===== src/hw/rtl/pidmc_pkg.sv =====
// ----------------------------------------------------------------------------
// pidmc_pkg: shared types and constants
// Widths, register indexes, codes and pipeline word types of the PID core.
// ----------------------------------------------------------------------------
package pidmc_pkg;

    localparam int MEAS_W     = 16;
    localparam int ERR_W      = 17;
    localparam int DIFF_W     = 18;
    localparam int GAIN_W     = 32;
    localparam int INTEG_W    = 32;
    localparam int SUM_W      = 64;
    localparam int PROD_E_W   = GAIN_W + ERR_W;
    localparam int PROD_D_W   = GAIN_W + DIFF_W;
    localparam int FRAC_W     = 24;
    localparam int CLAMP_W    = FRAC_W + 2;
    localparam int SCALED_W   = 32;
    localparam int DUTY_W     = 8;
    localparam int CFG_IDX_W  = 3;
    localparam int CFG_DATA_W = 32;
    localparam int MODE_W     = 2;

    localparam logic signed [SUM_W-1:0] ONE_Q24     = SUM_W'(64'sd16777216);
    localparam logic signed [SUM_W-1:0] NEG_ONE_Q24 = -ONE_Q24;
    localparam logic signed [SCALED_W-1:0] DUTY_SCALE = SCALED_W'(32'sd100);
    localparam logic signed [SCALED_W-1:0] TRUNC_BIAS = SCALED_W'((64'sd1 <<< FRAC_W) - 1);
    localparam logic signed [DUTY_W-1:0] DUTY_MAX = DUTY_W'(8'sd100);
    localparam logic signed [DUTY_W-1:0] DUTY_MIN = -DUTY_MAX;

    localparam logic signed [INTEG_W-1:0] INTEG_MAX = {1'b0, {(INTEG_W-1){1'b1}}};
    localparam logic signed [INTEG_W-1:0] INTEG_MIN = {1'b1, {(INTEG_W-1){1'b0}}};

    localparam logic CMD_SAMPLE = 1'b0;
    localparam logic CMD_CLEAR  = 1'b1;

    typedef enum logic [CFG_IDX_W-1:0] {
        REG_SETPOINT = 3'd0,
        REG_MODE     = 3'd1,
        REG_KP       = 3'd2,
        REG_KI       = 3'd3,
        REG_KD       = 3'd4
    } reg_idx_t;

    typedef enum logic [MODE_W-1:0] {
        MODE_OFF  = 2'd0,
        MODE_VEL  = 2'd1,
        MODE_POS  = 2'd2,
        MODE_HOLD = 2'd3
    } mode_t;

    typedef struct packed {
        logic signed [MEAS_W-1:0] setpoint;
        mode_t                    mode;
        logic signed [GAIN_W-1:0] kp;
        logic signed [GAIN_W-1:0] ki;
        logic signed [GAIN_W-1:0] kd;
    } cfg_t;

    typedef struct packed {
        logic                     clr;
        logic signed [ERR_W-1:0]  err;
        logic signed [DIFF_W-1:0] diff;
    } front_word_t;

    typedef struct packed {
        logic                       clr;
        logic signed [ERR_W-1:0]    err;
        logic signed [PROD_E_W-1:0] kpe;
        logic signed [PROD_D_W-1:0] kdd;
        logic signed [PROD_E_W-1:0] kie;
    } prod_word_t;

    typedef struct packed {
        logic                       clr;
        logic signed [ERR_W-1:0]    err;
        logic signed [SUM_W-1:0]    a;
        logic signed [SUM_W-1:0]    bn;
        logic signed [SUM_W-1:0]    bmax;
        logic signed [SUM_W-1:0]    bmin;
        logic signed [PROD_E_W-1:0] kie;
    } sum_word_t;

    typedef struct packed {
        logic signed [SUM_W-1:0] kimax;
        logic signed [SUM_W-1:0] kimin;
    } ki_bound_t;

endpackage


===== src/hw/rtl/pidmc_if.sv =====


interface pidmc_duty_if;
    import pidmc_pkg::*;

    logic                     valid;
    logic                     ready;
    logic signed [DUTY_W-1:0] duty_cycle;

    modport source (
        output valid, duty_cycle,
        input  ready
    );
    modport sink (
        input  valid, duty_cycle,
        output ready
    );
endinterface


===== src/hw/rtl/pidmc_scale.sv =====
// ----------------------------------------------------------------------------
// pidmc_scale: clamp and duty conversion
// Clamps the sum to +-1.0, scales by 100, truncates toward zero to duty.
// ----------------------------------------------------------------------------
module pidmc_scale (
    input  logic                              clk,
    input  logic                              rst_n,
    input  logic                              l_valid,
    input  logic signed [pidmc_pkg::SUM_W-1:0] l_sum,
    output logic                              l_ready,
    pidmc_duty_if.source                      duty_out
);
    import pidmc_pkg::*;

    logic                       p_valid_reg;
    logic signed [SCALED_W-1:0] p_reg;
    logic                       duty_valid_reg;
    logic signed [DUTY_W-1:0]   duty_reg;

    logic                       ld_o;
    logic                       ld_p;
    logic signed [SUM_W-1:0]    csum;
    logic signed [CLAMP_W-1:0]  clamped;
    logic signed [SCALED_W-1:0] rnd;
    logic signed [SCALED_W-1:0] quot;

    assign ld_o    = !duty_valid_reg || duty_out.ready;
    assign ld_p    = !p_valid_reg || ld_o;
    assign l_ready = ld_p;

    always_comb
    begin
        priority if (l_sum > ONE_Q24)
        begin
            csum = ONE_Q24;
        end
        else if (l_sum < NEG_ONE_Q24)
        begin
            csum = NEG_ONE_Q24;
        end
        else
        begin
            csum = l_sum;
        end
    end

    assign clamped = csum[CLAMP_W-1:0];
    assign rnd     = p_reg + ((p_reg < 0) ? TRUNC_BIAS : SCALED_W'(0));
    assign quot    = rnd >>> FRAC_W;

    always_ff @(posedge clk or negedge rst_n)
    begin
        if (!rst_n)
        begin
            p_valid_reg    <= 1'b0;
            duty_valid_reg <= 1'b0;
        end
        else
        begin
            if (ld_p)
            begin
                p_valid_reg <= l_valid;
            end
            if (ld_o)
            begin
                duty_valid_reg <= p_valid_reg;
            end
        end
    end

    always_ff @(posedge clk)
    begin
        if (ld_p && l_valid)
        begin
            p_reg <= SCALED_W'(clamped) * DUTY_SCALE;
        end
        if (ld_o && p_valid_reg)
        begin
            duty_reg <= quot[DUTY_W-1:0];
        end
    end

    assign duty_out.valid      = duty_valid_reg;
    assign duty_out.duty_cycle = duty_reg;

    // duty stays within +-100 percent
    assert property (@(posedge clk) disable iff (!rst_n)
        duty_valid_reg |-> (duty_reg <= DUTY_MAX && duty_reg >= DUTY_MIN))
        else $error("duty out of range");

    assert property (@(posedge clk) disable iff (!rst_n)
        p_valid_reg |-> (p_reg <= SCALED_W'(ONE_Q24) * DUTY_SCALE
                         && p_reg >= SCALED_W'(NEG_ONE_Q24) * DUTY_SCALE))
        else $error("scaled sum out of range");

    assert property (@(posedge clk) disable iff (!rst_n)
        (p_valid_reg && ld_o) |=> duty_valid_reg)
        else $error("scaled word not moved to output");

endmodule


===== src/flat_wrapper.sv =====
// flat-port wrapper written by rule: the top's interface ports become plain ports
module pidmc_scale_flat import pidmc_pkg::*;
  (clk, rst_n, l_valid, l_sum, l_ready, duty_out_valid, duty_out_duty_cycle, duty_out_ready);
  pidmc_duty_if duty_out_i ();
  input  logic clk;
  input  logic rst_n;
  input  logic l_valid;
  input  logic signed [pidmc_pkg::SUM_W-1:0] l_sum;
  output logic l_ready;
  output wire logic [$bits(duty_out_i.valid)-1:0] duty_out_valid;
  output wire logic [$bits(duty_out_i.duty_cycle)-1:0] duty_out_duty_cycle;
  input wire logic [$bits(duty_out_i.ready)-1:0] duty_out_ready;
  assign duty_out_valid = duty_out_i.valid;
  assign duty_out_duty_cycle = duty_out_i.duty_cycle;
  assign duty_out_i.ready = duty_out_ready;
  pidmc_scale u_core (.clk(clk), .rst_n(rst_n), .l_valid(l_valid), .l_sum(l_sum), .l_ready(l_ready), .duty_out(duty_out_i));
endmodule

===== config.mk =====
export PLATFORM = sky130hd
export DESIGN_NAME = pidmc_scale_flat
export DESIGN_NICKNAME = d
export VERILOG_FILES = /design/src/hw/rtl/pidmc_pkg.sv /design/src/hw/rtl/pidmc_if.sv /design/src/hw/rtl/pidmc_scale.sv /design/src/flat_wrapper.sv
export SDC_FILE = /design/constraint.sdc
export NUM_CORES = 1
export LEC_CHECK = 0
export BUFFER_PORTS_ARGS = -buffer_cell sky130_fd_sc_hd__buf_2
export CORE_ASPECT_RATIO = 1.75
export CORE_MARGIN = 1.5
export CORE_UTILIZATION = 40
export CTS_CLUSTER_DIAMETER = 200
export DETAILED_ROUTE_END_ITERATION = 8
export PLACE_DENSITY = 0.61
export RECOVER_POWER = 25
export SETUP_SLACK_MARGIN = 0.1
export SYNTH_ARGS = -nofsm -noshare
export SYNTH_HDL_FRONTEND = slang
export SYNTH_SLANG_ARGS = --single-unit

===== constraint.sdc =====
create_clock -name clk -period 3.5 [get_ports clk]
set_input_delay 0.35 -clock clk [delete_from_list [all_inputs] [get_ports clk]]
set_output_delay 0.35 -clock clk [all_outputs]
set_load 0.01 [all_outputs]

==> impl_metrics.yaml <==
timing:
  fin_crit_ns: 4.29
  finalHoldViolCount: 0
  setup_ws_ns: -0.791
  tns_ns: -12.43
  period_share_pct: 123
  max_slew_margin_pct: 56.6
  slew_violations: 0
  clock.fmax_ghz: 0.233
  rsz0062_at_grt: "yes"
  setup_viol: 21
  skew_ns: 0.00860
  worst_slew_pin_slew_ns: 0.652
cts:
  cts.clk_slew.worst_paths_ns: 0.06
  numClockSinks: 40
  clk_latency_ns: 0.28
  cts_tree: "built"
  numCtsBuffers: 5
  root_buffer: "clkbuf_16"
  htreeDepth: 2
  cts.path.max_buffers: 2
global_route:
  grt_max_degree: 31
  grt_use_total_pct: 19.6
  grt_pass1_vias: 5024
  grt_pass1_wl_um: 21600
  grt_antenna_before_repair: 0
  overflow: 0
die:
  rows: 54
  die_area_sq_um: 13600
  die_y_um: 153
  start_util_pct: 41.2
  io_pins: 78
  core_area_sq_um: 12500
  die_x_um: 88.8
drt:
  routed_wl_um: 13100
  antenna_left: 0
  viasPerCell: 5.27
  drt_iter0_markers: 166
  drc_errors: 0
  wl_per_cell_um: 14.2
  drt_first_pass_iters: 5
  vias: 4852
logic_synthesis:
  synth_compound_area_share_pct: 16.1
  synth_top_area_share_pct: 23.8
  synth_top_family_by_area: "adder cells"
  yosys-top-cells-area: "ha_1 (24%), edfxtp_1 (22%), xnor2_1 (5.1%)"
  synth_area_sq_um: 5150
  syn_inst: 546
  ys_async_sr_fraction_pct: 5.00
  yosys-mux-area-fraction_pct: 0.583
  yosysWarnings: 0
  synth-xor-area-share_pct: 9.35
  syn_nets: 723
  yosys.area_share.simple_pct: 19.1
  post-synth-top-area-cell: "ha_1"
  synth-edff-count: 38
  synthAdderAreaFrac_pct: 28.1
  ys_types: 61
  ys_seq_area_share_pct: 23.1
  avgSynthCellArea_sq_um: 9.43
  ys_ff_latch: 40
  synth_flop_cell: "edfxtp_1"
cells_and_area:
  multiInputGateArea_sq_um: 4560
  nFillCells: 984
  seq_area_sq_um: 1190
  nNetsFinal: 928
  drive_above_1_share_pct: 41.9
  largest_reg_flops: 30
  num_antenna_cells: 0
  area_growth_pct: 49.6
  final_cells: 920
placement:
  gp_congestion: 0.904
  io_buffers: 77
  dp_hpwl_um: 10600
  dp_cells: 895
pwr:
  peakVddDrop_uv: 189
  power_density_nw_per_um2: 170
  power.leakage_nw: 3.75
worst_setup_path:
  crit_fanout: 6
  required_ns: 3.53
  endpoint_kind: "flop"
  worstSetupPathType: "in -> reg"
  start_kind: "input pin"
  critPathArrivalTime_ns: 4.32
outcome:
  status: "finished with violations"
  failed_checks: "setup timing"
worst_hold_path:
  hp-class: "in -> reg"
run:
  maxCapViolCount: 0
## synthesized netlist by cell type (13+ instances only)
| library cell | n |
|---|---|
| a21oi_1 | 31 |
| xnor2_1 | 30 |
| a21o_1 | 23 |
| edfxtp_1 | 38 |
| nand3_1 | 13 |
| nand2_1 | 24 |
| nor4_1 | 18 |
| nor2_1 | 18 |
| and2_1 | 30 |
| o21ai_0 | 15 |
| nand4_1 | 19 |
| ha_1 | 98 |
| inv_1 | 32 |
| and3_1 | 15 |
| xor2_1 | 25 |
## logic make-up (layout without fill, tap and decap cells)
kind of cell	count (synthesis)	count (layout)
AO/OA/AOI/OAI	119	119
XOR/XNOR	55	55
AND/OR/NAND/NOR	174	174
multiplexers	3	3
flip-flops	40	40
adder cells (fa/ha/maj)	109	109
buffers and inverters	46	252
## per-layer routing
metal / vias up / global-route usage [%] / routed length [um]
met4: 0 / 6.99 / 356
met3: 27 / 1.24 / 284
met1: 2263 / 20.6 / 4940
met2: 108 / 38.8 / 7520
met5: - / 0 / 0
li1: 2454 / - / -
## metrics by stage
step / utilization [%] / hold WS (ns) / worst slack, ns / power [mW] / instance area [sq um]
after detailed placement: 55.0 / 0.136 / -1.77 / 0.869 / 6880
after floorplan: - / 0.0544 / -0.847 / 0.738 / 5510
after global routing: 61.7 / 0.282 / -0.952 / 1.38 / 7710
after CTS: 59.6 / 0.257 / -0.814 / 1.32 / 7450
after global placement: 55.0 / 0.134 / -1.69 / 0.858 / 6880
final: 61.7 / 0.258 / -0.791 / 1.31 / 7710
## timing repair
item,4_1_cts,5_1_grt
hold buffers,1,0
gates resized for setup,53,36
buffers inserted,11,6
pin swaps,26,18
endpoints found under the setup margin,24,24
endpoints found under the hold margin,2,0
## critical path, stage by stage
cell and delay, ns:
buf_2 0.13, nor4_4 0.27, nand4_1 0.17, nor3_2 0.14, buf_4 0.13, a32o_2 0.16
buf_6 0.14, and2_4 0.17, ha_4 0.21, ha_4 0.24, xor2_1 0.16, ha_1 0.30
ha_2 0.19, inv_2 0.05, fa_2 0.21, nor2b_4 0.04, o31a_1 0.26, o311a_4 0.35
o31ai_4 0.23, a41oi_2 0.18, o22ai_2 0.13, xnor2_1 0.09
## cells in the final DEF (no fill, tap or decap), drive strengths merged, types with 13 or more instances in the layout
cell type  netlist  final
a21o            23     23
a21oi           33     33
and2            30     30
and3            15     15
buf              9    201
clkbuf           5     15
edfxtp          38     38
ha              98     98
inv             32     32
nand2           24     24
nand3           13     13
nand4           19     19
nor2            18     18
nor4            18     18
o21ai           19     19
xnor2           30     30
xor2            25     25
## where the power goes
part | total [mW] | leakage (nW) | switching [mW] | internal (mW)
clock | 0.438 | 0.0736 | 0.176 | 0.262
sequential | 0.572 | 0.393 | 0.0159 | 0.556
combinational | 0.303 | 3.28 | 0.160 | 0.143
## cell type report
class                   count  share of cell area, %
well taps                 168                   2.73
multi-input cells         460                   59.2
flip-flops and latches     40                   15.5
clock buffers               5                   1.62
repair buffers            212                   19.2
inverters                  32                   1.56
clock inverters             3                  0.244
## final timing paths
check	slack (ns)	end	cells past startpoint	startpoint
setup / recovery	-0.79	u_core.p_reg[31]	22	l_sum[61]
hold / removal	0.26	u_core.p_valid_reg	2	l_valid
setup reg to reg	0.58	u_core.duty_out.duty_cycle[4]	8	u_core.p_reg[31]
hold reg to reg	0.50	u_core.duty_out.valid	1	u_core.p_valid_reg
max in group asynchronous	3.00	u_core.duty_out.valid	2	rst_n
min in group asynchronous	0.38	u_core.p_valid_reg	2	rst_n
(Power assumes the default switching activity.)
