===== config.mk =====
export PLATFORM = sky130hd
export DESIGN_NAME = pidmc_front_flat
export DESIGN_NICKNAME = d
export VERILOG_FILES = /design/src/hw/rtl/pidmc_pkg.sv /design/src/hw/rtl/pidmc_if.sv /design/src/hw/rtl/pidmc_front.sv /design/src/flat_wrapper.sv
export SDC_FILE = /design/constraint.sdc
export NUM_CORES = 1
export LEC_CHECK = 0
export BUFFER_PORTS_ARGS = -buffer_cell sky130_fd_sc_hd__buf_2
export CORE_ASPECT_RATIO = 0.6
export CORE_MARGIN = 4
export CORE_UTILIZATION = 30
export CTS_CLUSTER_SIZE = 20
export DETAILED_ROUTE_END_ITERATION = 8
export PLACE_DENSITY_LB_ADDON = 0.15
export SLEW_MARGIN = 30
export SYNTH_ARGS = -nofsm -noshare
export SYNTH_HDL_FRONTEND = slang
export SYNTH_SLANG_ARGS = --single-unit

===== constraint.sdc =====
create_clock -name clk -period 3.8 [get_ports clk]
set_input_delay 0.57 -clock clk [delete_from_list [all_inputs] [get_ports clk]]
set_output_delay 0.57 -clock clk [all_outputs]
set_load 0.005 [all_outputs]

===== src/hw/rtl/pidmc_pkg.sv =====
// ----------------------------------------------------------------------------
// pidmc_pkg: shared types and constants
// Widths, register indexes, codes and pipeline word types of the PID core.
// ----------------------------------------------------------------------------
package pidmc_pkg;

    localparam int MEAS_W     = 16;
    localparam int ERR_W      = 17;
    localparam int DIFF_W     = 18;
    localparam int GAIN_W     = 32;
    localparam int INTEG_W    = 32;
    localparam int SUM_W      = 64;
    localparam int PROD_E_W   = GAIN_W + ERR_W;
    localparam int PROD_D_W   = GAIN_W + DIFF_W;
    localparam int FRAC_W     = 24;
    localparam int CLAMP_W    = FRAC_W + 2;
    localparam int SCALED_W   = 32;
    localparam int DUTY_W     = 8;
    localparam int CFG_IDX_W  = 3;
    localparam int CFG_DATA_W = 32;
    localparam int MODE_W     = 2;

    localparam logic signed [SUM_W-1:0] ONE_Q24     = SUM_W'(64'sd16777216);
    localparam logic signed [SUM_W-1:0] NEG_ONE_Q24 = -ONE_Q24;
    localparam logic signed [SCALED_W-1:0] DUTY_SCALE = SCALED_W'(32'sd100);
    localparam logic signed [SCALED_W-1:0] TRUNC_BIAS = SCALED_W'((64'sd1 <<< FRAC_W) - 1);
    localparam logic signed [DUTY_W-1:0] DUTY_MAX = DUTY_W'(8'sd100);
    localparam logic signed [DUTY_W-1:0] DUTY_MIN = -DUTY_MAX;

    localparam logic signed [INTEG_W-1:0] INTEG_MAX = {1'b0, {(INTEG_W-1){1'b1}}};
    localparam logic signed [INTEG_W-1:0] INTEG_MIN = {1'b1, {(INTEG_W-1){1'b0}}};

    localparam logic CMD_SAMPLE = 1'b0;
    localparam logic CMD_CLEAR  = 1'b1;

    typedef enum logic [CFG_IDX_W-1:0] {
        REG_SETPOINT = 3'd0,
        REG_MODE     = 3'd1,
        REG_KP       = 3'd2,
        REG_KI       = 3'd3,
        REG_KD       = 3'd4
    } reg_idx_t;

    typedef enum logic [MODE_W-1:0] {
        MODE_OFF  = 2'd0,
        MODE_VEL  = 2'd1,
        MODE_POS  = 2'd2,
        MODE_HOLD = 2'd3
    } mode_t;

    typedef struct packed {
        logic signed [MEAS_W-1:0] setpoint;
        mode_t                    mode;
        logic signed [GAIN_W-1:0] kp;
        logic signed [GAIN_W-1:0] ki;
        logic signed [GAIN_W-1:0] kd;
    } cfg_t;

    typedef struct packed {
        logic                     clr;
        logic signed [ERR_W-1:0]  err;
        logic signed [DIFF_W-1:0] diff;
    } front_word_t;

    typedef struct packed {
        logic                       clr;
        logic signed [ERR_W-1:0]    err;
        logic signed [PROD_E_W-1:0] kpe;
        logic signed [PROD_D_W-1:0] kdd;
        logic signed [PROD_E_W-1:0] kie;
    } prod_word_t;

    typedef struct packed {
        logic                       clr;
        logic signed [ERR_W-1:0]    err;
        logic signed [SUM_W-1:0]    a;
        logic signed [SUM_W-1:0]    bn;
        logic signed [SUM_W-1:0]    bmax;
        logic signed [SUM_W-1:0]    bmin;
        logic signed [PROD_E_W-1:0] kie;
    } sum_word_t;

    typedef struct packed {
        logic signed [SUM_W-1:0] kimax;
        logic signed [SUM_W-1:0] kimin;
    } ki_bound_t;

endpackage


===== src/hw/rtl/pidmc_if.sv =====
// ----------------------------------------------------------------------------
// pidmc_if: stream channels of the PID core
// Sample channel in, duty channel out, valid/ready with payload.
// ----------------------------------------------------------------------------
interface pidmc_sample_if;
    import pidmc_pkg::*;

    logic                     valid;
    logic                     ready;
    logic                     cmd;
    logic signed [MEAS_W-1:0] measured_velocity;
    logic signed [MEAS_W-1:0] measured_position;

    modport source (
        output valid, cmd, measured_velocity, measured_position,
        input  ready
    );
    modport sink (
        input  valid, cmd, measured_velocity, measured_position,
        output ready
    );
endinterface



===== src/hw/rtl/pidmc_front.sv =====
// ----------------------------------------------------------------------------
// pidmc_front: input register and error stage
// Registers the sample word, forms error and derivative, keeps previous error.
// ----------------------------------------------------------------------------
module pidmc_front (
    input  logic                    clk,
    input  logic                    rst_n,
    pidmc_sample_if.sink            sample_in,
    input  pidmc_pkg::cfg_t         cfg,
    input  logic                    busy,
    output logic                    f_valid,
    output pidmc_pkg::front_word_t  f_word,
    input  logic                    f_ready
);
    import pidmc_pkg::*;

    logic                     in_valid_reg;
    logic                     cmd_reg;
    logic signed [MEAS_W-1:0] vel_reg;
    logic signed [MEAS_W-1:0] pos_reg;
    logic signed [ERR_W-1:0]  prev_err_reg;
    logic signed [ERR_W-1:0]  prev_err_next;
    logic                     out_valid_reg;
    front_word_t              out_word_reg;

    logic                     ld_out;
    logic                     ld_in;
    logic                     accept;
    logic                     keep;
    logic                     fire;
    logic signed [ERR_W-1:0]  err;
    logic signed [DIFF_W-1:0] diff;

    assign ld_out          = !out_valid_reg || f_ready;
    assign ld_in           = !in_valid_reg || ld_out;
    assign sample_in.ready = ld_in && !busy;
    assign accept          = sample_in.valid && sample_in.ready;
    assign keep            = (cmd_reg == CMD_CLEAR) || (cfg.mode != MODE_OFF);
    assign fire            = in_valid_reg && ld_out && keep;

    always_comb
    begin
        unique case (cfg.mode)
            MODE_VEL:  err = ERR_W'(cfg.setpoint) - ERR_W'(vel_reg);
            MODE_POS:  err = ERR_W'(cfg.setpoint) - ERR_W'(pos_reg);
            MODE_HOLD: err = prev_err_reg;
            MODE_OFF:  err = prev_err_reg;
        endcase
        diff = DIFF_W'(err) - DIFF_W'(prev_err_reg);
    end

    always_comb
    begin
        prev_err_next = prev_err_reg;
        if (fire)
        begin
            prev_err_next = (cmd_reg == CMD_CLEAR) ? '0 : err;
        end
    end

    always_ff @(posedge clk or negedge rst_n)
    begin
        if (!rst_n)
        begin
            in_valid_reg  <= 1'b0;
            out_valid_reg <= 1'b0;
            prev_err_reg  <= '0;
        end
        else
        begin
            if (ld_in)
            begin
                in_valid_reg <= accept;
            end
            if (ld_out)
            begin
                out_valid_reg <= in_valid_reg && keep;
            end
            prev_err_reg <= prev_err_next;
        end
    end

    always_ff @(posedge clk)
    begin
        if (accept)
        begin
            cmd_reg <= sample_in.cmd;
            vel_reg <= sample_in.measured_velocity;
            pos_reg <= sample_in.measured_position;
        end
        if (fire)
        begin
            out_word_reg.clr  <= (cmd_reg == CMD_CLEAR);
            out_word_reg.err  <= err;
            out_word_reg.diff <= diff;
        end
    end

    assign f_valid = out_valid_reg;
    assign f_word  = out_word_reg;

    // drop a sample while the loop is off
    assert property (@(posedge clk) disable iff (!rst_n)
        (in_valid_reg && cmd_reg != CMD_CLEAR && cfg.mode == MODE_OFF && ld_out)
            |=> !out_valid_reg)
        else $error("sample in off mode reached the product stage");

    // clear zeroes the previous error
    assert property (@(posedge clk) disable iff (!rst_n)
        (fire && cmd_reg == CMD_CLEAR) |=> prev_err_reg == '0)
        else $error("previous error not cleared");

    // hold input while the gain product is rebuilt
    assert property (@(posedge clk) disable iff (!rst_n)
        busy |-> !accept)
        else $error("word accepted during recompute");

endmodule


===== src/flat_wrapper.sv =====
// flat-port wrapper written by rule: the top's interface ports become plain ports
module pidmc_front_flat import pidmc_pkg::*;
  (clk, rst_n, cfg, busy, f_valid, f_word, f_ready, sample_in_valid, sample_in_cmd, sample_in_measured_velocity, sample_in_measured_position, sample_in_ready);
  pidmc_sample_if sample_in_i ();
  input  logic clk;
  input  logic rst_n;
  input  pidmc_pkg::cfg_t cfg;
  input  logic busy;
  output logic f_valid;
  output pidmc_pkg::front_word_t f_word;
  input  logic f_ready;
  input wire logic [$bits(sample_in_i.valid)-1:0] sample_in_valid;
  input wire logic [$bits(sample_in_i.cmd)-1:0] sample_in_cmd;
  input wire logic [$bits(sample_in_i.measured_velocity)-1:0] sample_in_measured_velocity;
  input wire logic [$bits(sample_in_i.measured_position)-1:0] sample_in_measured_position;
  output wire logic [$bits(sample_in_i.ready)-1:0] sample_in_ready;
  assign sample_in_i.valid = sample_in_valid;
  assign sample_in_i.cmd = sample_in_cmd;
  assign sample_in_i.measured_velocity = sample_in_measured_velocity;
  assign sample_in_i.measured_position = sample_in_measured_position;
  assign sample_in_ready = sample_in_i.ready;
  pidmc_front u_core (.clk(clk), .rst_n(rst_n), .sample_in(sample_in_i), .cfg(cfg), .busy(busy), .f_valid(f_valid), .f_word(f_word), .f_ready(f_ready));
endmodule

==> key figures <==
Cells and area
  • Max reg flops: 36
  • Layout Area Growth over Synthesis: 47.20%
  • Total number of nets in the final design: 820
  • Multi-input logic area: roughly 2600 µm²
  • FF/Latch Area: around 2500 µm²
  • Number of filler instances in the final layout: about 1500
  • Number of antenna cells inserted: 0
  • Share of cells above drive strength 1: between 40% and 50%

Pwr
  • Internal power component: 0.002844 W
  • Pwr per Cell Area: between 500 and 600 nW/µm²
  • Switching power total: about 0.0014 W
  • Share of power burned in the clock network: approximately a quarter
  • Portion of total power attributed to sequential cells: a little under a third
  • VDD IR-drop max: roughly 0.23 mV
  • Combinational group share of total power: 45.8%
  • Switching fraction of total power: between 30% and 40%
  • Total leakage power: about 3.1 nW
  • Total power: ~0.0042 W

Placement
  • Total half-perimeter wirelength after legalization and detailed placement: slightly below 10 mm
  • Global placement routability congestion: ~0.78
  • Count of buffers from port buffering: 93

Yosys
  • Synthesized instance count: ~420
  • Cell type with the highest aggregate area in the netlist: edfxtp_1
  • Most common flop cell mapped by yosys: edfxtp_1
  • Post-synthesis average cell area: approximately 12 µm²
  • Top area cells in the synthesized netlist: edfxtp_1 42%, dfrtp_1 9.7%, ha_1 8.9%, mux2i_1 3.3%, xnor2_1 3.0%
  • Share of synthesized registers carrying an async set or reset: between 20% and 30%
  • Number of enable flip-flop cells after synthesis: a little under 70
  • Top-area cell type share of the netlist area: between 40% and 50%
  • Library cells used by synthesis: 60
  • Warnings from Yosys: 0
  • Net count after synthesis: 613
  • Sequential-to-total area share from yosys stat: around 52%
  • Most common library cells after synthesis: 69 x edfxtp_1, 35 x ha_1, 34 x inv_1, 26 x o21ai_0
  • Library cell with the highest instance count after synthesis: edfxtp_1
  • Summed instance area of the synthesized netlist: ~5000 µm²
  • #FFs+latches synth: 88

STA
  • Final critical delay including setup and external delays: 3952 ps
  • Final setup fails: 8
  • Least setup slack across all paths after layout: -151.9 ps
  • Worst max-slew margin expressed relative to the limit: about two thirds
  • Setup_tns: -681.3 ps
  • Clock skew: a little under 8 ps
  • Transition time at the pin with the least slew margin: just under 500 ps
  • Hold violation count in the final report: 0
  • Ratio of final minimum period to clock period: 104.0%
  • Final-report max-slew violation count: 0
  • Unrepaired setup endpoints after global routing: true
  • Fmax: between 200 and 300 MHz

Clock tree
  • Clock tree root buffer cell: clkbuf_16
  • H-tree depth: 3
  • Number of buffers created by CTS: 9
  • Post-CTS clock slew at the launch and capture registers of the worst setup and hold paths: 70 ps
  • CTS tree: built
  • Total clock sinks: just under 90
  • Number of hold buffers added after CTS: 0
  • Clock Path Buffers: 2
  • Clock latency on the worst-skew pair: around 340 ps

Critical path
  • Critical path data required time: approximately 3900 ps
  • Worst setup path category: in -> reg
  • Start point of the critical path: cfg[96]
  • Worst Path Arrival: slightly above 4000 ps
  • Critical path fanouts, max: 3
  • Count of cells along the worst register-to-register path: 15
  • Reg-to-Reg End: u_core.f_word[16]
  • Worst setup EP type: flop
  • Internal reg-to-reg setup slack: 30 ps
  • FF-to-FF Start: u_core.vel_reg[1]
  • CP endpoint: u_core.f_word[16]
  • Startpoint Class: input port

Global route
  • Number of antenna violations at the first check in global routing: 0
  • Total gr overflow: 0
  • Total track usage: 13.96%
  • Via count of the first global-routing pass: 4360
  • Wire length of the first global-routing pass: between 20 and 25 mm
  • Pin count of the biggest net entering global routing: 38

Status
  • Status: finished with violations
  • Violations in the final reports: negative setup slack

Routing
  • Antenna Violating Nets Remaining: 0
  • DRC violation total after the first TritonRoute iteration: 120
  • Wirelength per Cell: 15.11 µm
  • Number of optimization iterations in the first detailed-route pass: 4
  • DRC Markers: 0
  • Overall routed net length: 12.68 mm
  • Via count: roughly 4000
  • Vias per Instance: between 4 and 5

Worst hold path
  • Hold/Removal Path Class: in -> async

Floorplanning
  • Overall die width: 173.0 µm
  • Site Rows: 35
  • CORE AREA: 15680 µm²
  • Starting utilization of the core area: between 30 and 40%
  • Die outline height: around 110 µm
  • Die ar.: 18510 µm²
  • Ports placed on the boundary: 190

Flow run
  • Max-cap check violation count: 0
-- worst max-delay path, cell delays in order --
cell and delay, ps:
buf_8 110, inv_12 40, ha_4 150, mux2i_4 260
ha_4 220, nor2b_4 120, o31a_1 280, o31a_1 370
or3_4 400, o311ai_4 250, o2111ai_2 200, ha_4 270
a21o_1 180, a21oi_2 150, nor3b_2 200, o21ai_2 70
o211ai_1 110, xnor2_1 90
-- cells in the final DEF, fill, tap and decap left out, types with 16 or more instances in the layout --
cell type,synthesis,routed
buf_2,2,92
a21oi_1,24,18
buf_4,0,112
inv_1,34,32
nand2_1,24,22
dfrtp_1,19,19
nor2_1,24,21
ha_1,35,23
edfxtp_1,69,69
xnor2_1,17,16
-- power by group through the flow --
stage | Clock (W) | Sequential (W) | Combinational [W]
floorplan | 0 | 0.00131 | 0.000994
CTS | 0.00102 | 0.00129 | 0.00185
global route | 0.00106 | 0.00130 | 0.00212
detailed placement | 0 | 0.00131 | 0.00166
finish | 0.000987 | 0.00129 | 0.00192
global placement | 0 | 0.00131 | 0.00165
-- how the worst min path moves through the flow --
stage / endpoint
after floorplan: u_core.f_valid
after global placement: u_core.prev_err_reg[1]
after detailed placement: u_core.prev_err_reg[1]
after CTS: u_core.prev_err_reg[16]
after global routing: u_core.prev_err_reg[15]
final: u_core.prev_err_reg[15]
-- cell families (layout without fill, tap and decap cells) --
family | Yosys count | after routing | synth area share, %
simple gates | 93 | 93 | 9.421
compound gates | 117 | 117 | 16.88
xor+xnor | 21 | 21 | 3.753
flops | 88 | 88 | 51.98
buf+inv | 46 | 258 | 3.574
fa+ha+maj | 37 | 37 | 9.752
mux | 22 | 22 | 4.646
-- cell type report --
class,count,share of cell area (%)
Clock buffer,10,3.313
Timing Repair Buffer,208,18.96
Multi-Input combinational cell,290,35.67
Sequential cell,88,35.31
Tap cell,203,3.521
Clock inverter,6,1.249
Inverter,34,1.977
-- metrics by stage --
stage	cells	worst slack [ps]	utilization (%)	hold slack (ps)	area, µm²
floorplan	424	-526.9	-	274.4	5114
global placement	812	-628.0	41.84	469.8	6559
detailed placement	812	-715.8	41.84	483.3	6559
CTS	835	-132.2	45.38	185.2	7114
global route	839	-288.9	46.02	200.0	7214
finish	839	-151.9	46.02	175.7	7214
-- repair_timing --
item / in CTS / in global routing
endpoints found under the setup margin: 9 / 11
gates resized for setup: 34 / 17
pin swaps: 33 / 12
buffers inserted: 7 / 4
-- metal layers --
metal / global-route usage [%] / vias to the layer above / routed length [µm]
met3: 3.876 / 7 / 532
met4: 3.017 / 0 / 79
met1: 18.62 / 1946 / 6319
met5: 0 / - / 0
met2: 22.86 / 86 / 5748
li1: - / 2006 / -
(Power assumes the default switching activity.)
