<file path="src/hw/rtl/pidmc_pkg.sv">
// ----------------------------------------------------------------------------
// pidmc_pkg: shared types and constants
// Widths, register indexes, codes and pipeline word types of the PID core.
// ----------------------------------------------------------------------------
package pidmc_pkg;

    localparam int MEAS_W     = 16;
    localparam int ERR_W      = 17;
    localparam int DIFF_W     = 18;
    localparam int GAIN_W     = 32;
    localparam int INTEG_W    = 32;
    localparam int SUM_W      = 64;
    localparam int PROD_E_W   = GAIN_W + ERR_W;
    localparam int PROD_D_W   = GAIN_W + DIFF_W;
    localparam int FRAC_W     = 24;
    localparam int CLAMP_W    = FRAC_W + 2;
    localparam int SCALED_W   = 32;
    localparam int DUTY_W     = 8;
    localparam int CFG_IDX_W  = 3;
    localparam int CFG_DATA_W = 32;
    localparam int MODE_W     = 2;

    localparam logic signed [SUM_W-1:0] ONE_Q24     = SUM_W'(64'sd16777216);
    localparam logic signed [SUM_W-1:0] NEG_ONE_Q24 = -ONE_Q24;
    localparam logic signed [SCALED_W-1:0] DUTY_SCALE = SCALED_W'(32'sd100);
    localparam logic signed [SCALED_W-1:0] TRUNC_BIAS = SCALED_W'((64'sd1 <<< FRAC_W) - 1);
    localparam logic signed [DUTY_W-1:0] DUTY_MAX = DUTY_W'(8'sd100);
    localparam logic signed [DUTY_W-1:0] DUTY_MIN = -DUTY_MAX;

    localparam logic signed [INTEG_W-1:0] INTEG_MAX = {1'b0, {(INTEG_W-1){1'b1}}};
    localparam logic signed [INTEG_W-1:0] INTEG_MIN = {1'b1, {(INTEG_W-1){1'b0}}};

    localparam logic CMD_SAMPLE = 1'b0;
    localparam logic CMD_CLEAR  = 1'b1;

    typedef enum logic [CFG_IDX_W-1:0] {
        REG_SETPOINT = 3'd0,
        REG_MODE     = 3'd1,
        REG_KP       = 3'd2,
        REG_KI       = 3'd3,
        REG_KD       = 3'd4
    } reg_idx_t;

    typedef enum logic [MODE_W-1:0] {
        MODE_OFF  = 2'd0,
        MODE_VEL  = 2'd1,
        MODE_POS  = 2'd2,
        MODE_HOLD = 2'd3
    } mode_t;

    typedef struct packed {
        logic signed [MEAS_W-1:0] setpoint;
        mode_t                    mode;
        logic signed [GAIN_W-1:0] kp;
        logic signed [GAIN_W-1:0] ki;
        logic signed [GAIN_W-1:0] kd;
    } cfg_t;

    typedef struct packed {
        logic                     clr;
        logic signed [ERR_W-1:0]  err;
        logic signed [DIFF_W-1:0] diff;
    } front_word_t;

    typedef struct packed {
        logic                       clr;
        logic signed [ERR_W-1:0]    err;
        logic signed [PROD_E_W-1:0] kpe;
        logic signed [PROD_D_W-1:0] kdd;
        logic signed [PROD_E_W-1:0] kie;
    } prod_word_t;

    typedef struct packed {
        logic                       clr;
        logic signed [ERR_W-1:0]    err;
        logic signed [SUM_W-1:0]    a;
        logic signed [SUM_W-1:0]    bn;
        logic signed [SUM_W-1:0]    bmax;
        logic signed [SUM_W-1:0]    bmin;
        logic signed [PROD_E_W-1:0] kie;
    } sum_word_t;

    typedef struct packed {
        logic signed [SUM_W-1:0] kimax;
        logic signed [SUM_W-1:0] kimin;
    } ki_bound_t;

endpackage

</file>
<file path="src/hw/rtl/pidmc_loop.sv">
// ----------------------------------------------------------------------------
// pidmc_loop: integral state and anti-windup
// Updates the saturating integral and its gain product, picks the output sum.
// ----------------------------------------------------------------------------
module pidmc_loop (
    input  logic                          clk,
    input  logic                          rst_n,
    input  logic signed [pidmc_pkg::GAIN_W-1:0] ki,
    input  logic                          ki_wr,
    output logic                          busy,
    output pidmc_pkg::ki_bound_t          bounds,
    input  logic                          s_valid,
    input  pidmc_pkg::sum_word_t          s_word,
    output logic                          s_ready,
    output logic                          l_valid,
    output logic signed [pidmc_pkg::SUM_W-1:0] l_sum,
    input  logic                          l_ready
);
    import pidmc_pkg::*;

    logic signed [INTEG_W-1:0] integ_reg;
    logic signed [INTEG_W-1:0] integ_next;
    logic signed [SUM_W-1:0]   ki_integ_reg;
    logic signed [SUM_W-1:0]   ki_integ_next;
    logic signed [SUM_W-1:0]   kimax_reg;
    logic signed [SUM_W-1:0]   kimin_reg;
    logic                      busy_reg;
    logic                      l_valid_reg;
    logic signed [SUM_W-1:0]   l_sum_reg;

    logic                      ld_l;
    logic                      fire;
    logic signed [INTEG_W:0]   isum;
    logic                      sat_hi;
    logic                      sat_lo;
    logic signed [INTEG_W-1:0] isat;
    logic signed [SUM_W-1:0]   kint_add;
    logic signed [SUM_W-1:0]   ki_isat;
    logic signed [SUM_W-1:0]   sum_new;
    logic signed [SUM_W-1:0]   sum_old;
    logic signed [SUM_W-1:0]   sum_sel;
    logic                      windup;
    logic signed [SUM_W-1:0]   ki_prod;
    logic signed [SUM_W-1:0]   ki_shift;

    assign ld_l    = !l_valid_reg || l_ready;
    assign s_ready = ld_l;
    assign fire    = s_valid && ld_l;

    assign isum   = (INTEG_W+1)'(integ_reg) + (INTEG_W+1)'(s_word.err);
    assign sat_hi = (isum[INTEG_W:INTEG_W-1] == 2'b01);
    assign sat_lo = (isum[INTEG_W:INTEG_W-1] == 2'b10);

    always_comb
    begin
        priority if (sat_hi)
        begin
            isat    = INTEG_MAX;
            ki_isat = kimax_reg;
            sum_new = s_word.bmax;
        end
        else if (sat_lo)
        begin
            isat    = INTEG_MIN;
            ki_isat = kimin_reg;
            sum_new = s_word.bmin;
        end
        else
        begin
            isat    = isum[INTEG_W-1:0];
            ki_isat = kint_add;
            sum_new = ki_integ_reg + s_word.bn;
        end
    end

    assign kint_add = ki_integ_reg + SUM_W'(s_word.kie);
    assign sum_old  = ki_integ_reg + s_word.a;
    assign windup   = (sum_new > ONE_Q24) || (sum_new < NEG_ONE_Q24);
    assign sum_sel  = windup ? sum_old : sum_new;

    assign ki_prod  = SUM_W'(ki) * SUM_W'(integ_reg);
    assign ki_shift = SUM_W'(ki) <<< (INTEG_W - 1);

    always_comb
    begin
        integ_next    = integ_reg;
        ki_integ_next = ki_integ_reg;
        priority if (busy_reg)
        begin
            ki_integ_next = ki_prod;
        end
        else if (fire && s_word.clr)
        begin
            integ_next    = '0;
            ki_integ_next = '0;
        end
        else if (fire && !windup)
        begin
            integ_next    = isat;
            ki_integ_next = ki_isat;
        end
        else
        begin
            integ_next    = integ_reg;
            ki_integ_next = ki_integ_reg;
        end
    end

    always_ff @(posedge clk or negedge rst_n)
    begin
        if (!rst_n)
        begin
            integ_reg    <= '0;
            ki_integ_reg <= '0;
            kimax_reg    <= '0;
            kimin_reg    <= '0;
            busy_reg     <= 1'b0;
            l_valid_reg  <= 1'b0;
        end
        else
        begin
            integ_reg    <= integ_next;
            ki_integ_reg <= ki_integ_next;
            busy_reg     <= ki_wr;
            if (busy_reg)
            begin
                kimax_reg <= ki_shift - SUM_W'(ki);
                kimin_reg <= -ki_shift;
            end
            if (ld_l)
            begin
                l_valid_reg <= s_valid && !s_word.clr;
            end
        end
    end

    always_ff @(posedge clk)
    begin
        if (fire)
        begin
            l_sum_reg <= sum_sel;
        end
    end

    assign busy         = busy_reg;
    assign bounds.kimax = kimax_reg;
    assign bounds.kimin = kimin_reg;
    assign l_valid      = l_valid_reg;
    assign l_sum        = l_sum_reg;

    // clear zeroes the integral and its product
    assert property (@(posedge clk) disable iff (!rst_n)
        (fire && s_word.clr && !busy_reg) |=> (integ_reg == '0 && ki_integ_reg == '0))
        else $error("integral not cleared");

    // undo this sample's integration on windup
    assert property (@(posedge clk) disable iff (!rst_n)
        (fire && !s_word.clr && windup && !busy_reg) |=> $stable(integ_reg))
        else $error("integral moved on windup");

    // a clear word gives no result
    assert property (@(posedge clk) disable iff (!rst_n)
        (ld_l && s_valid && s_word.clr) |=> !l_valid_reg)
        else $error("clear word produced a result");

endmodule

</file>
<file path="config.mk">
export PLATFORM = sky130hd
export DESIGN_NAME = pidmc_loop
export DESIGN_NICKNAME = d
export VERILOG_FILES = /design/src/hw/rtl/pidmc_pkg.sv /design/src/hw/rtl/pidmc_loop.sv
export SDC_FILE = /design/constraint.sdc
export NUM_CORES = 2
export LEC_CHECK = 0
export BUFFER_PORTS_ARGS = -buffer_cell sky130_fd_sc_hd__buf_2
export CAP_MARGIN = 0
export CORE_ASPECT_RATIO = 0.7
export CORE_UTILIZATION = 29
export CTS_BUF_LIST = sky130_fd_sc_hd__clkbuf_4 sky130_fd_sc_hd__clkbuf_8
export CTS_CLUSTER_SIZE = 40
export DETAILED_ROUTE_END_ITERATION = 8
export GPL_ROUTABILITY_DRIVEN = 0
export HOLD_SLACK_MARGIN = 0.12
export PLACE_DENSITY_LB_ADDON = 0.05
export SLEW_MARGIN = 20
export SYNTH_ARGS = -nofsm -noshare
export SYNTH_HDL_FRONTEND = slang
export SYNTH_SLANG_ARGS = --single-unit
</file>
<file path="constraint.sdc">
create_clock -name clk -period 12.1 [get_ports clk]
set_clock_uncertainty 0.1 [all_clocks]
set_input_delay 1.21 -clock clk [delete_from_list [all_inputs] [get_ports clk]]
set_output_delay 1.21 -clock clk [all_outputs]
set_load 0.1 [all_outputs]
</file>
==> summary.md <==
| Metric | Value |
|---|---|
| Post-layout util | 0.3241 |
| H-tree levels | 2 |
| Slew @ Worst Pin | 1.247 ns |
| Pre-antenna DRT Iters | 8 |
| Synth Flop Type | dfrtp_1 |
| Met2 GRT Util | 0.3585 |
| Routed wire length per instance | 29.58 microns |
| Filler Cell Count | 22445 |
| CTS root buf | clkbuf_8 |
| Clk sink count | 228 |
| Max Transition Viols Final | 0 |
| Initial core utilization | 0.2916 |
| Total CTS buffers | 51 |
| Max VDD drop | 0.09062 mV |
| CTS tree | yes |
| First-pass GRT wire length | 423500 microns |
| GRT busiest layer | met1 |
| Final Critical Period | 10.91 ns |
| Residual DRC count | 0 |
| Ys Warns | 0 |
| Crit path kind | reg -> reg |
| Mean post-synth cell area | 8.769 sq um |
| Crit path DAT | 11.49 ns |
| Most used cell along the critical path | fa_1 |
| Ys async rst share | 0.7193 |
| Nets | 9243 |
| EDFF count, synth | 64 |
| Chip width | 552.6 microns |
| Initial antenna violation count | 61 |
| M3 GR Usage | 0.07564 |
| Post-synthesis sequential area ratio | 0.09793 |
| Status | completed |
| Port-buffer cells | 523 |
| Worst-path clk slew | 0.08 ns |
| Worst path required time | 12.67 ns |
| Largest net degree at the start of global routing | 60 |
| Layout cells sized above 1 | 0.1211 |
| Fin cells | 10209 |
| Initial DRC Count | 5769 |
| CP peak stage delay | 0.95 ns |
| Overflow after GRT | 0 |
| Post-DP HPWL | 258100 microns |
| Critical Path Slowest Stage Cell | dfrtp_1 |
| Distinct cells, synth | 99 |
| Cells after Synth | 7017 |
| Sum Neg Setup Slack | 0 ns |
| Cell Pwr Density | 84.89 mW/mm^2 |
| Netlist Area Pre-Place | 0.06153 sq mm |
| Die H | 387.4 microns |
| All-Layer GR Usage | 0.2799 |
| M1 GR Usage | 0.4537 |
| Critical Path Fanout Max | 12 |
| Area grow syn2layout | 11.15% |
| Setup crit end kind | flip-flop |
| Number of global-route vias before repair | 52627 |
| Hold Violations, Final | 0 |
| Hold WC Path Type | in -> async |
| Postcts setup bufs | 0 |
| Total die area | 0.2141 sq mm |
| Tcrit/Tclk final | 0.9021 |
| CTS resizes | 0 |
| DRT antenna net count | 0 |
| DP Cell Count | 10092 |
| Leak | 0.03343 uW |
| CTS hold repair buffers | 0 |
| Core ar. | 0.2110 sq mm |
| Rows | 141 |
| Total Wirelength | 302000 microns |
| CTS Buffer Depth | 3 |
| Vias post-DR | 53536 |
| Slew margin rel. | 0.1684 |
| Max Cap Viol | 0 |
| Top Ports | 555 |
| Setup-failing EPs final | 0 |
| Unrepaired setup endpoints after global routing | false |
| Clock latency at the later pin of the worst-skew pair | 0.85 ns |
| CP startpoint kind | flip-flop |
| Achievable Freq | 91.62 MHz |
| Via/cell ratio | 5.244 |
| Flops & latches, synth | 228 |
| WHS | 0.2571 ns |
cell families after synthesis:
kind of cell / count (synthesis) / synth area share
buf+inv: 1453 / 0.09345
other cells: 1 / 0.00006094
simple gates: 2068 / 0.1642
fa+ha+maj: 1524 / 0.4424
xor+xnor: 332 / 0.04768
compound gates: 1345 / 0.1424
flops: 228 / 0.09793
mux: 66 / 0.01196
worst paths after layout:
kind | start | to | slack (ns) | cells past startpoint
max | integ_reg[9] | ki_integ_reg[63] | 1.19 | 36
min | rst_n | kimax_reg[5] | 0.26 | 1
max reg2reg | integ_reg[9] | ki_integ_reg[63] | 1.19 | 36
min reg2reg | integ_reg[31] | integ_reg[31] | 0.41 | 2
max in group asynchronous | rst_n | ki_integ_reg[49] | 9.76 | 3
min in group clk | ki_wr | busy | 0.40 | 1
cell usage after synthesis, types with 19 or more instances:
master	count	share of area
nand4_1	50	0.0051
nor2_1	324	0.020
and3_1	37	0.0038
o21bai_1	47	0.0057
xor2_1	117	0.017
a211oi_1	33	0.0040
nand2_1	793	0.048
buf_2	21	0.0017
nor2b_1	41	0.0042
or3_1	23	0.0023
fa_1	1086	0.35
and2_1	525	0.053
xnor2_1	213	0.030
buf_4	65	0.0079
o21ai_0	267	0.022
o22ai_1	34	0.0035
a21o_1	177	0.022
clkbuf_1	324	0.020
nor4_1	23	0.0023
dfrtp_1	164	0.067
inv_1	1017	0.062
a31oi_1	33	0.0034
o21a_1	46	0.0056
a221oi_1	26	0.0037
mux2_2	60	0.011
ha_1	438	0.089
edfxtp_1	64	0.031
a21oi_1	386	0.031
a22oi_1	37	0.0045
nor3_1	52	0.0042
nand2b_1	57	0.0058
nand3_1	76	0.0062
a221o_1	19	0.0031
o211ai_1	39	0.0048
worst max-delay path: cells and delay by family, from the launching register on:
| family | cells | cell delay (ns) |
|---|---|---|
| buffers and inverters | 7 | 0.74 |
| XOR/XNOR | 1 | 0.09 |
| adder cells (fa/ha/maj) | 9 | 4.03 |
| AND/OR/NAND/NOR | 4 | 0.68 |
| flip-flops | 1 | 0.95 |
| AO/OA/AOI/OAI | 15 | 4.20 |
routing by layer:
| metal | vias to the layer above | part of all wire |
|---|---|---|
| li1 | 23413 | - |
| met1 | 27788 | 0.52 |
| met2 | 2107 | 0.37 |
| met3 | 210 | 0.092 |
| met4 | 18 | 0.016 |
| met5 | - | 0.00041 |
final cells by class:
cell class                      count  area [sq um]  share of cell area
Multi-Input combinational cell   5366         49930              0.7301
Sequential cell                   228          6041             0.08833
Timing Repair Buffer              693          3906             0.05712
Inverter                         1019          3825             0.05593
Tap cell                         2788          3488             0.05101
Clock buffer                       72         909.6             0.01330
Clock inverter                     22         234.0            0.003421
Antenna cell                       21         52.55           0.0007684
through the flow:
| step | power [uW] | area, sq um | worst slack [ns] |
|---|---|---|---|
| after global placement | 4626 | 67170 | 0.6571 |
| final | 5806 | 68390 | 1.185 |
| after CTS | 5743 | 68320 | 1.202 |
| after global routing | 6030 | 68360 | 0.6620 |
| after detailed placement | 4610 | 67170 | 0.7789 |
| after floorplan | 3390 | 61650 | 1.859 |
cells in the final DEF, fill, tap and decap left out, types with 18 or more instances in the layout:
cell type	Yosys	layout
nor2b_1	41	41
diode_2	0	21
a31oi_1	33	33
nand2_1	793	793
nand2b_1	57	57
nor3_1	52	52
fa_1	1086	1086
or3_1	23	23
a222oi_1	18	18
o21a_1	46	46
buf_4	65	169
o31ai_1	18	18
mux2_2	60	60
clkbuf_8	0	60
a211oi_1	33	33
xnor2_1	213	213
nand3_1	76	76
o22ai_1	34	34
o21bai_1	47	47
a22oi_1	37	37
dfrtp_1	164	154
a21oi_1	386	385
nand4_1	50	50
a221o_1	19	19
ha_1	438	438
a221oi_1	26	26
nor2_1	324	322
nor4_1	23	23
buf_2	21	522
a21o_1	177	177
and2_1	525	524
xor2_1	117	117
edfxtp_1	64	64
and3_1	37	37
o211ai_1	39	39
conb_1	1	31
o21ai_0	267	267
inv_1	1017	1016
where the power goes:
| group | internal (uW) | total [uW] | switching, uW |
|---|---|---|---|
| Sequential | 942 | 1220 | 279 |
| Clock | 576 | 1090 | 516 |
| Combinational | 960 | 3490 | 2530 |
Power figures use the tool's default switching activity.
